File: config.mk
export PLATFORM = sky130hd
export DESIGN_NAME = positional_list_engine
export DESIGN_NICKNAME = d
export VERILOG_FILES = /design/src/design/ple_pkg.sv /design/src/design/positional_list_engine.sv /design/src/design/ple_ctrl.sv /design/src/design/ple_datapath.sv
export VERILOG_INCLUDE_DIRS = /design/src /design/src/design
export SDC_FILE = /design/constraint.sdc
export NUM_CORES = 2
export LEC_CHECK = 0
export BUFFER_PORTS_ARGS = -buffer_cell sky130_fd_sc_hd__buf_2
export CAP_MARGIN = 20
export CORE_MARGIN = 4
export CORE_UTILIZATION = 60
export CTS_CLUSTER_SIZE = 40
export DETAILED_ROUTE_END_ITERATION = 16
export PLACE_DENSITY = 0.78
export SETUP_SLACK_MARGIN = 0.3
export SLEW_MARGIN = 20
export SYNTH_ARGS = -nofsm -noshare
export SYNTH_HDL_FRONTEND = slang
export SYNTH_SLANG_ARGS = --single-unit
File: constraint.sdc
create_clock -name clk_i -period 5.15 [get_ports clk_i]
set_input_delay 0 -clock clk_i [delete_from_list [all_inputs] [get_ports clk_i]]
set_output_delay 0 -clock clk_i [all_outputs]
set_load 0.02 [all_outputs]
File: src/design/positional_list_engine_macros.svh
// Assertion macros shared by the positional list engine.
`ifndef POSITIONAL_LIST_ENGINE_MACROS_SVH
`define POSITIONAL_LIST_ENGINE_MACROS_SVH

// Check that an antecedent implies a consequent in the same cycle.
`define PLE_ASSERT_SAME(lbl, ante, cons) \
  lbl: assert property (@(posedge clk_i) disable iff (!rst_ni) (ante) |-> (cons)) \
    else $error("positional list engine: same-cycle check failed");

// Check that an antecedent implies a consequent in the next cycle.
`define PLE_ASSERT_NEXT(lbl, ante, cons) \
  lbl: assert property (@(posedge clk_i) disable iff (!rst_ni) (ante) |=> (cons)) \
    else $error("positional list engine: next-cycle check failed");

`endif

File: src/design/ple_pkg.sv
// Package: sizes, codes and command/status types of the positional list engine.
`timescale 1ns / 1ps
`default_nettype none
package ple_pkg;

  localparam int CAPACITY   = 64;
  localparam int DATA_WIDTH = 32;
  localparam int FIELD_W    = 32;
  localparam int MODE_W     = 2;
  localparam int IDX_W      = $clog2(CAPACITY);
  localparam int CNT_W      = $clog2(CAPACITY + 1);

  typedef enum logic [MODE_W-1:0] {
    MODE_INS = 2'd0,
    MODE_RM  = 2'd1,
    MODE_RD  = 2'd2
  } mode_e;

  typedef enum logic [1:0] {
    ST_OK     = 2'd0,
    ST_EMPTY  = 2'd1,
    ST_BADPOS = 2'd2,
    ST_FULL   = 2'd3
  } status_e;

  typedef enum logic [2:0] {
    RA_POS_IN, RA_CNT_M1, RA_W_P1, RA_W_P2, RA_W_M2
  } ra_sel_e;

  typedef enum logic [1:0] {
    WA_POS_IN, WA_POS_Q, WA_W
  } wa_sel_e;

  typedef enum logic [1:0] {
    WD_VAL_IN, WD_VAL_Q, WD_RDATA
  } wd_sel_e;

  typedef enum logic [1:0] {
    PTR_HOLD, PTR_INC, PTR_DEC
  } ptr_op_e;

  typedef enum logic [1:0] {
    CNT_HOLD, CNT_INC, CNT_DEC
  } cnt_op_e;

  typedef enum logic [1:0] {
    DS_ZERO, DS_RDATA, DS_HELD
  } ds_sel_e;

  typedef struct packed {
    logic    ld_op;
    ra_sel_e ra_sel;
    logic    we;
    wa_sel_e wa_sel;
    wd_sel_e wd_sel;
    ptr_op_e ptr_op;
    logic    ld_held;
    logic    finish;
    cnt_op_e cnt_op;
    ds_sel_e ds_sel;
  } cmd_t;

  typedef struct packed {
    status_e chk;
    logic    is_ins;
    logic    is_rd;
    logic    ins_at_end;
    logic    rm_none;
    logic    rm_last;
    logic    ins_last;
  } sts_t;

endpackage
`default_nettype wire

File: src/design/positional_list_engine.sv
// Top level: positional list engine, controller plus datapath.
// Sequence: an error or an append finishes straight from idle; a read passes the read
// state; remove shifts count - 1 - position entries down; insert shifts count - position up.
// Throughput: one request at a time; the next start is taken in the cycle done is high.
// Shift cost is one entry per cycle through the single write port of the entry memory.
// Reset: the list is empty, busy and done are low; entry memory is not cleared.
// done_o marks each result for one cycle; the receiver cannot stall.
`timescale 1ns / 1ps
`default_nettype none
`include "positional_list_engine_macros.svh"
module positional_list_engine (
  input  logic                                clk_i,
  input  logic                                rst_ni,
  input  logic                                start,
  output logic                                busy,
  input  logic [ple_pkg::MODE_W-1:0]          mode_i,
  input  logic [ple_pkg::CNT_W-1:0]           position_i,
  input  logic signed [ple_pkg::FIELD_W-1:0]  item_value_i,
  output logic                                done_o,
  output logic signed [ple_pkg::FIELD_W-1:0]  data_out_o,
  output logic [1:0]                          status_o,
  output logic [ple_pkg::CNT_W-1:0]           entry_count_o
);
  import ple_pkg::*;

  cmd_t cmd;
  sts_t sts;

  ple_ctrl u_ctrl (
    .clk_i   (clk_i),
    .rst_ni  (rst_ni),
    .start_i (start),
    .sts_i   (sts),
    .cmd_o   (cmd),
    .busy_o  (busy),
    .done_o  (done_o)
  );

  ple_datapath u_datapath (
    .clk_i         (clk_i),
    .rst_ni        (rst_ni),
    .mode_i        (mode_i),
    .position_i    (position_i),
    .item_value_i  (item_value_i),
    .cmd_i         (cmd),
    .sts_o         (sts),
    .data_out_o    (data_out_o),
    .status_o      (status_o),
    .entry_count_o (entry_count_o)
  );

  `PLE_ASSERT_NEXT(a_transfer_progress, start && !busy, busy || done_o)
  `PLE_ASSERT_SAME(a_count_moves_on_done, !$stable(entry_count_o), done_o)
  `PLE_ASSERT_SAME(a_full_at_capacity, done_o && status_o == ST_FULL,
                   entry_count_o == CNT_W'(CAPACITY))
  `PLE_ASSERT_SAME(a_count_bounded, 1'b1, entry_count_o <= CNT_W'(CAPACITY))

endmodule
`default_nettype wire

File: src/design/ple_ctrl.sv
// Controller: sequences one list request through check, read and shift steps.
`timescale 1ns / 1ps
`default_nettype none
module ple_ctrl (
  input  logic          clk_i,
  input  logic          rst_ni,
  input  logic          start_i,
  input  ple_pkg::sts_t sts_i,
  output ple_pkg::cmd_t cmd_o,
  output logic          busy_o,
  output logic          done_o
);
  import ple_pkg::*;

  typedef enum logic [2:0] {
    S_IDLE, S_RD, S_RM_HEAD, S_RM_MOVE, S_INS_MOVE, S_INS_PUT
  } state_e;

  state_e state_q, state_d;
  logic   done_q;

  always_comb begin
    cmd_o   = '{ld_op: 1'b0, ra_sel: RA_POS_IN, we: 1'b0, wa_sel: WA_W,
                wd_sel: WD_RDATA, ptr_op: PTR_HOLD, ld_held: 1'b0, finish: 1'b0,
                cnt_op: CNT_HOLD, ds_sel: DS_ZERO};
    state_d = state_q;
    unique case (state_q)
      S_IDLE: begin
        if (start_i) begin
          cmd_o.ld_op = 1'b1;
          if (sts_i.chk != ST_OK) begin
            cmd_o.finish = 1'b1;
          end else if (sts_i.is_ins) begin
            if (sts_i.ins_at_end) begin
              // append: no entries to move
              cmd_o.we     = 1'b1;
              cmd_o.wa_sel = WA_POS_IN;
              cmd_o.wd_sel = WD_VAL_IN;
              cmd_o.finish = 1'b1;
              cmd_o.cnt_op = CNT_INC;
            end else begin
              cmd_o.ra_sel = RA_CNT_M1;
              state_d      = S_INS_MOVE;
            end
          end else begin
            cmd_o.ra_sel = RA_POS_IN;
            state_d      = sts_i.is_rd ? S_RD : S_RM_HEAD;
          end
        end
      end
      S_RD: begin
        cmd_o.finish = 1'b1;
        cmd_o.ds_sel = DS_RDATA;
        state_d      = S_IDLE;
      end
      S_RM_HEAD: begin
        cmd_o.ld_held = 1'b1;
        if (sts_i.rm_none) begin
          cmd_o.finish = 1'b1;
          cmd_o.ds_sel = DS_RDATA;
          cmd_o.cnt_op = CNT_DEC;
          state_d      = S_IDLE;
        end else begin
          cmd_o.ra_sel = RA_W_P1;
          state_d      = S_RM_MOVE;
        end
      end
      S_RM_MOVE: begin
        // shift down: entry above moves into the hole
        cmd_o.we     = 1'b1;
        cmd_o.wa_sel = WA_W;
        cmd_o.wd_sel = WD_RDATA;
        if (sts_i.rm_last) begin
          cmd_o.finish = 1'b1;
          cmd_o.ds_sel = DS_HELD;
          cmd_o.cnt_op = CNT_DEC;
          state_d      = S_IDLE;
        end else begin
          cmd_o.ra_sel = RA_W_P2;
          cmd_o.ptr_op = PTR_INC;
        end
      end
      S_INS_MOVE: begin
        // shift up from the tail toward the insert point
        cmd_o.we     = 1'b1;
        cmd_o.wa_sel = WA_W;
        cmd_o.wd_sel = WD_RDATA;
        if (sts_i.ins_last) begin
          state_d = S_INS_PUT;
        end else begin
          cmd_o.ra_sel = RA_W_M2;
          cmd_o.ptr_op = PTR_DEC;
        end
      end
      S_INS_PUT: begin
        cmd_o.we     = 1'b1;
        cmd_o.wa_sel = WA_POS_Q;
        cmd_o.wd_sel = WD_VAL_Q;
        cmd_o.finish = 1'b1;
        cmd_o.cnt_op = CNT_INC;
        state_d      = S_IDLE;
      end
      default: begin
        state_d = S_IDLE;
      end
    endcase
  end

  always_ff @(posedge clk_i or negedge rst_ni) begin
    if (!rst_ni) begin
      state_q <= S_IDLE;
      done_q  <= 1'b0;
    end else begin
      state_q <= state_d;
      done_q  <= cmd_o.finish;
    end
  end

  assign busy_o = (state_q != S_IDLE);
  assign done_o = done_q;

endmodule
`default_nettype wire

File: src/design/ple_datapath.sv
// Datapath: entry memory, count, shift pointer, request checks and result registers.
`timescale 1ns / 1ps
`default_nettype none
module ple_datapath (
  input  logic                                clk_i,
  input  logic                                rst_ni,
  input  logic [ple_pkg::MODE_W-1:0]          mode_i,
  input  logic [ple_pkg::CNT_W-1:0]           position_i,
  input  logic signed [ple_pkg::FIELD_W-1:0]  item_value_i,
  input  ple_pkg::cmd_t                       cmd_i,
  output ple_pkg::sts_t                       sts_o,
  output logic signed [ple_pkg::FIELD_W-1:0]  data_out_o,
  output logic [1:0]                          status_o,
  output logic [ple_pkg::CNT_W-1:0]           entry_count_o
);
  import ple_pkg::*;

  logic signed [DATA_WIDTH-1:0] mem_q [CAPACITY];
  logic signed [DATA_WIDTH-1:0] rdata_q;
  logic signed [DATA_WIDTH-1:0] val_q, held_q, in_val, wdata;
  logic signed [FIELD_W-1:0]    res_data_q;
  logic [IDX_W-1:0]             w_q, pos_q, raddr, waddr, pos_in;
  logic [CNT_W-1:0]             cnt_q;
  status_e                      stat_q, chk;
  logic                         is_ins, is_rm, is_rd;

  assign pos_in = position_i[IDX_W-1:0];
  assign in_val = DATA_WIDTH'(item_value_i);
  assign is_ins = (mode_i == MODE_INS);
  assign is_rm  = (mode_i == MODE_RM);
  assign is_rd  = (mode_i == MODE_RD);

  always_comb begin
    priority if (is_ins) begin
      priority if (position_i > cnt_q)                  chk = ST_BADPOS;
      else if (cnt_q == CNT_W'(CAPACITY))              chk = ST_FULL;
      else                                              chk = ST_OK;
    end else if (is_rm || is_rd) begin
      priority if (cnt_q == '0)                         chk = ST_EMPTY;
      else if (position_i >= cnt_q)                     chk = ST_BADPOS;
      else                                              chk = ST_OK;
    end else begin
      chk = ST_BADPOS;
    end
  end

  assign sts_o.chk        = chk;
  assign sts_o.is_ins     = is_ins;
  assign sts_o.is_rd      = is_rd;
  assign sts_o.ins_at_end = (position_i == cnt_q);
  assign sts_o.rm_none    = (CNT_W'(w_q) == cnt_q - CNT_W'(1));
  assign sts_o.rm_last    = (CNT_W'(w_q) == cnt_q - CNT_W'(2));
  assign sts_o.ins_last   = (w_q == pos_q + IDX_W'(1));

  always_comb begin
    unique case (cmd_i.ra_sel)
      RA_POS_IN: raddr = pos_in;
      RA_CNT_M1: raddr = IDX_W'(cnt_q - CNT_W'(1));
      RA_W_P1:   raddr = w_q + IDX_W'(1);
      RA_W_P2:   raddr = w_q + IDX_W'(2);
      RA_W_M2:   raddr = w_q - IDX_W'(2);
      default:   raddr = pos_in;
    endcase
    unique case (cmd_i.wa_sel)
      WA_POS_IN: waddr = pos_in;
      WA_POS_Q:  waddr = pos_q;
      WA_W:      waddr = w_q;
      default:   waddr = w_q;
    endcase
    unique case (cmd_i.wd_sel)
      WD_VAL_IN: wdata = in_val;
      WD_VAL_Q:  wdata = val_q;
      WD_RDATA:  wdata = rdata_q;
      default:   wdata = rdata_q;
    endcase
  end

  // entry memory: one write and one registered read per cycle
  always_ff @(posedge clk_i) begin
    if (cmd_i.we) begin
      mem_q[waddr] <= wdata;
    end
    rdata_q <= mem_q[raddr];
  end

  always_ff @(posedge clk_i) begin
    if (cmd_i.ld_op) begin
      pos_q <= pos_in;
      val_q <= in_val;
      w_q   <= is_ins ? IDX_W'(cnt_q) : pos_in;
    end else begin
      unique case (cmd_i.ptr_op)
        PTR_HOLD: w_q <= w_q;
        PTR_INC:  w_q <= w_q + IDX_W'(1);
        PTR_DEC:  w_q <= w_q - IDX_W'(1);
        default:  w_q <= w_q;
      endcase
    end
    if (cmd_i.ld_held) begin
      held_q <= rdata_q;
    end
    if (cmd_i.finish) begin
      unique case (cmd_i.ds_sel)
        DS_ZERO:  res_data_q <= '0;
        DS_RDATA: res_data_q <= FIELD_W'(rdata_q);
        DS_HELD:  res_data_q <= FIELD_W'(held_q);
        default:  res_data_q <= '0;
      endcase
    end
  end

  always_ff @(posedge clk_i or negedge rst_ni) begin
    if (!rst_ni) begin
      cnt_q  <= '0;
      stat_q <= ST_OK;
    end else begin
      if (cmd_i.ld_op) begin
        stat_q <= chk;
      end
      if (cmd_i.finish) begin
        unique case (cmd_i.cnt_op)
          CNT_HOLD: cnt_q <= cnt_q;
          CNT_INC:  cnt_q <= cnt_q + CNT_W'(1);
          CNT_DEC:  cnt_q <= cnt_q - CNT_W'(1);
          default:  cnt_q <= cnt_q;
        endcase
      end
    end
  end

  assign data_out_o    = res_data_q;
  assign status_o      = stat_q;
  assign entry_count_o = cnt_q;

endmodule
`default_nettype wire
==> results.md <==
- After Yosys synthesis, XOR and XNOR cells account for 0.391% of the synthesized area.
- Traced cell by cell, the critical path runs through buf_4 -> and3_1 -> and4_1 -> o22ai_2 -> o21ai_2 -> buf_6 -> fa_1 -> inv_1 -> o211ai_1 -> nand4_1 -> buf_4 -> o21ai_2 -> and2_4 -> buf_4 -> o221ai_1 -> a21oi_1 -> a221oi_2 -> o32a_1.
- By area, the combinational part of the netlist is dominated by compound AO/OA/AOI/OAI gates.
- The row count is 141.
- Summing every instance area after synthesis gives 0.0890 mm2.
- Of the synthesized area, sequential elements account for 73.9%.
- The stage delay of the slowest cell on the critical path is 550 ps.
- The largest net degree at the start of global routing is 65.
- The vertical extent of the die is 393 um.
- The critical path starts at u_datapath.pos_q[0].
- The min-delay analysis places its worst path in the category input pin to flip-flop.
- Dividing the detail-routed wire length by the instance count gives 33.7 um.
- The I/O pin count is 87.
- Clock latency on the worst-skew pair, taken at its later pin, is 860 ps.
- After routing the design area is 0.105 mm2.
- The synthesized netlist net count is 5795.
- The areal power density over the cells is 722 mW/mm2.
- The post-layout worst setup margin is 314 ps.
- The die outline width is 393 um.
- The count of antenna-violating nets left after detailed routing is 0.
- The final layout contains routed wiring with a total length of 283 mm.
- The total number of vias is 59567.
- The final routed DRC violation total is 0.
- The final-report hold violation count was 0.
- The flip-flop and latch count after synthesis is 2201.
- Setup violations remaining at the end of the flow were counted as 0.
- The overall overflow remaining after global route is 0.
- The ratio of routed vias to standard cells is 7.11.
- The maximum frequency from static timing analysis is 0.207 GHz.
- The total count of max-transition violations in the final report came to 0.
- The worst setup path is of the flip-flop to flip-flop kind.
- Setup repair after global routing could not meet its margin everywhere.
- Counting every sink on the clock net gives 2201.
- The reg-to-reg critical path startpoint is u_datapath.pos_q[0].
- The share of cell area taken by muxes after synthesis is 8.03%.
- The distinct cell type count after synthesis is 86.
- Subtracting the final worst setup slack from the clock period gives 4840 ps.
- By instance count, the cell type seen most on the critical path is sky130_fd_sc_hd__buf_4.
- Counting along the longest clock path gives a buffer depth of 3.
- The number of antenna violations at the first check in global routing is 24.
- The final net count is 6333.
- Of all flip-flops after synthesis, the portion carrying an async set or reset was 0.591%.
- The clock tree from TritonCTS is built.
- The clock buffer count from CTS is 206.
- The Yosys step of the flow raised 0 warnings.
- CTS placed an instance of sky130_fd_sc_hd__clkbuf_16 at the clock tree root.
- STA puts the critical path data arrival time at 5570 ps.
- The adder-cell share of the synthesized area is 0.360%.
- The run finished with clean final reports.
- The iteration count of the initial detailed-routing pass is 8.
- The final-layout setup total negative slack is 0 ps.
- The most frequently used flop master after synthesis is sky130_fd_sc_hd__edfxtp_1.
- The die covers 0.155 mm2.
- The clock slew at the register clock pins of the worst setup and hold paths is 60 ps.
- The count of input and output buffers is 86.
- The worst hold path begins at position_i[0].
- The tool flagged a number of max-cap violations equal to 0.
- Summing all placed instances gives a cell area of 0.0959 mm2.
- The global-route wire length before repair is 399 mm.
- The clock tree synthesis step divided the H-tree into 4 levels.
- The cell with the largest stage delay on the worst path is sky130_fd_sc_hd__a21oi_1.
- Yosys mapped a number of flops with a built-in enable equal to 2156.
- The number of global-route vias before repair is 57377.
- The number of fill cells is 8611.
- For flop-to-flop paths, the worst setup slack is 310 ps.
- Before CTS, the worst setup slack after placement is -338 ps.
- The weighted congestion at the end of routability-driven global placement is 0.964.
- STA classifies the critical path endpoint as a flip-flop.
- The leakage power of the design is 35.3 nW.
- Of the cells placed in the final design, the portion with a size suffix greater than 1 is 22.5%.
- Across the VDD grid, the largest voltage drop is 0.683 mV.
- The post-synthesis compound-gate area fraction is 8.13%.
- For this run, the total global-route usage over all layers was measured as 36.2%.
- The largest clock skew in the final design is 41.7 ps.
- The DRC violation total after the first TritonRoute iteration is 10627.
- For the worst flop-to-flop path, the logic depth is 18.
- The worst slew margin relative to its limit is 24.5%.
- Summing the areas of all and, or, nand and nor instances in the mapped netlist gives 7.18% of the synthesized area.
- The number of instances in the synthesized netlist is 5726.
- The initial utilization of the core area, before any placement, comes to 60.3%.
- The slew at the pin with the worst max-slew slack is 1130 ps.
- The growth of design area from synthesis to finish is 17.5%.
- The portion of the clock cycle consumed by the worst path in the final layout is 93.9%.
- The worst hold path cell count is 2.
- The startpoint kind of the worst setup timing path is a flip-flop.
- The region available for standard cell placement spans 0.147 mm2.
- After synthesis, the mean cell area works out to 15.5 um2.
- The post-DP HPWL is 168 mm.
- The maximum fanout along the worst path is 15.
- Data on the critical path is required at its endpoint by 5890 ps.
sequential cells by signal, summed over array words and instances (netlist names), 6 cells and up:
name	count
u_datapath.data_out_o	32
u_datapath.entry_count_o	7
u_datapath.held_q	32
u_datapath.mem_q	2048
u_datapath.pos_q	6
u_datapath.rdata_q	32
u_datapath.val_q	32
u_datapath.w_q	6
layout make-up:
cell class | instances | area (um2) | area share, %
well taps | 1930 | 2410 | 2.31
clock inverters | 94 | 887 | 0.849
clock buffers | 288 | 5730 | 5.48
flip-flops and latches | 2201 | 65700 | 62.9
inverters | 23 | 86.3 | 0.0826
multi-input cells | 3130 | 23000 | 22.0
diodes | 11 | 27.5 | 0.0263
repair buffers | 702 | 6690 | 6.40
worst paths after layout:
check	end
worst max-delay path	u_datapath.rdata_q[24]
worst min-delay path	u_datapath.pos_q[0]
worst max register to register	u_datapath.rdata_q[24]
worst min register to register	u_datapath.held_q[14]
max in group asynchronous	u_ctrl.done_o
min in group asynchronous	u_datapath.entry_count_o[5]
cell usage in the layout (no fill, tap or decap), drive strengths merged, types with 51 or more instances in the layout:
cell	Yosys	final
o21ai	113	113
edfxtp	2156	2156
dlygate4sd3	0	78
mux2	184	184
a221oi	85	85
nand3	193	193
nand2	864	864
a21oi	237	237
o221ai	54	54
clkinv	1	74
clkbuf	190	291
o31ai	51	51
nor3	101	101
a211oi	59	59
a22oi	92	92
mux2i	255	255
mux4	112	112
o22ai	79	79
buf	182	621
nor2	176	176
Yosys cell counts, drive strengths merged, types with 8 or more instances:
library cell / instances / area, um2
a2111oi: 32 / 280
a211o: 27 / 236
a211oi: 59 / 453
a21boi: 12 / 90.1
a21o: 11 / 82.6
a21oi: 237 / 1190
a221o: 19 / 190
a221oi: 85 / 744
a22oi: 92 / 691
a31o: 9 / 78.8
a31oi: 35 / 219
a32oi: 13 / 114
and2: 15 / 93.8
and3: 29 / 181
buf: 182 / 1020
clkbuf: 190 / 713
dfrtp: 13 / 325
dfxtp: 32 / 641
edfxtp: 2156 / 64700
ha: 24 / 300
inv: 22 / 82.6
mux2: 184 / 2070
mux2i: 255 / 2550
mux4: 112 / 2520
nand2: 864 / 3240
nand2b: 10 / 62.6
nand3: 193 / 966
nand4: 26 / 163
nor2: 176 / 663
nor3: 101 / 510
nor4: 28 / 205
o211ai: 13 / 113
o21a: 25 / 195
o21ai: 113 / 569
o221ai: 54 / 473
o22a: 19 / 166
o22ai: 79 / 494
o31ai: 51 / 383
o32a: 9 / 90.1
or2: 8 / 50.1
or4: 8 / 60.1
xnor2: 25 / 219
xor2: 12 / 105
per-stage QoR:
stage	utilization (%)	std cells	power [mW]	hold slack [ps]
after floorplan	-	5726	41.1	-296
after global placement	65.0	7865	56.4	-70.0
after detailed placement	65.0	7865	57.2	-69.1
after CTS	70.3	8334	72.7	2.04
after global routing	70.9	8369	76.9	28.3
final	70.9	8379	75.5	49.6
kinds of logic after synthesis:
family	count (synthesis)
and+or+nand+nor	1483
DFF	2201
AOI/OAI and AO/OA	1033
buffers and inverters	395
adders and majority gates	25
xor gates and xnor gates	38
muxes	551
worst max-delay path: cells and delay by family (launching register included):
kind            cells  cell delay [ps]
fa+ha+maj           1              470
simple gates        4             1040
flops               1              400
compound gates      8             1970
buf+inv             5              810
timing repair:
item | in CTS | in global routing
endpoints found under the hold margin | 132 | 0
hold buffers | 78 | 0
resized for setup | 55 | 117
cloned | 0 | 2
pin swaps | 13 | 28
setup endpoints to repair | 32 | 50
buffers inserted | 9 | 32
metal layers:
layer / vias to the layer above / part of all wire (%) / track usage (%)
met5: - / 0.030 / 0
met4: 14 / 7.4 / 22.8
met3: 1121 / 16 / 12.1
met2: 5661 / 44 / 53.4
met1: 29194 / 33 / 46.6
li1: 23577 / - / -
power breakdown:
group,switching [mW],internal (mW)
logic,23.9,12.5
clock network,6.59,8.42
registers,0.563,23.5
total,31.1,44.4
(Power assumes the default switching activity.)
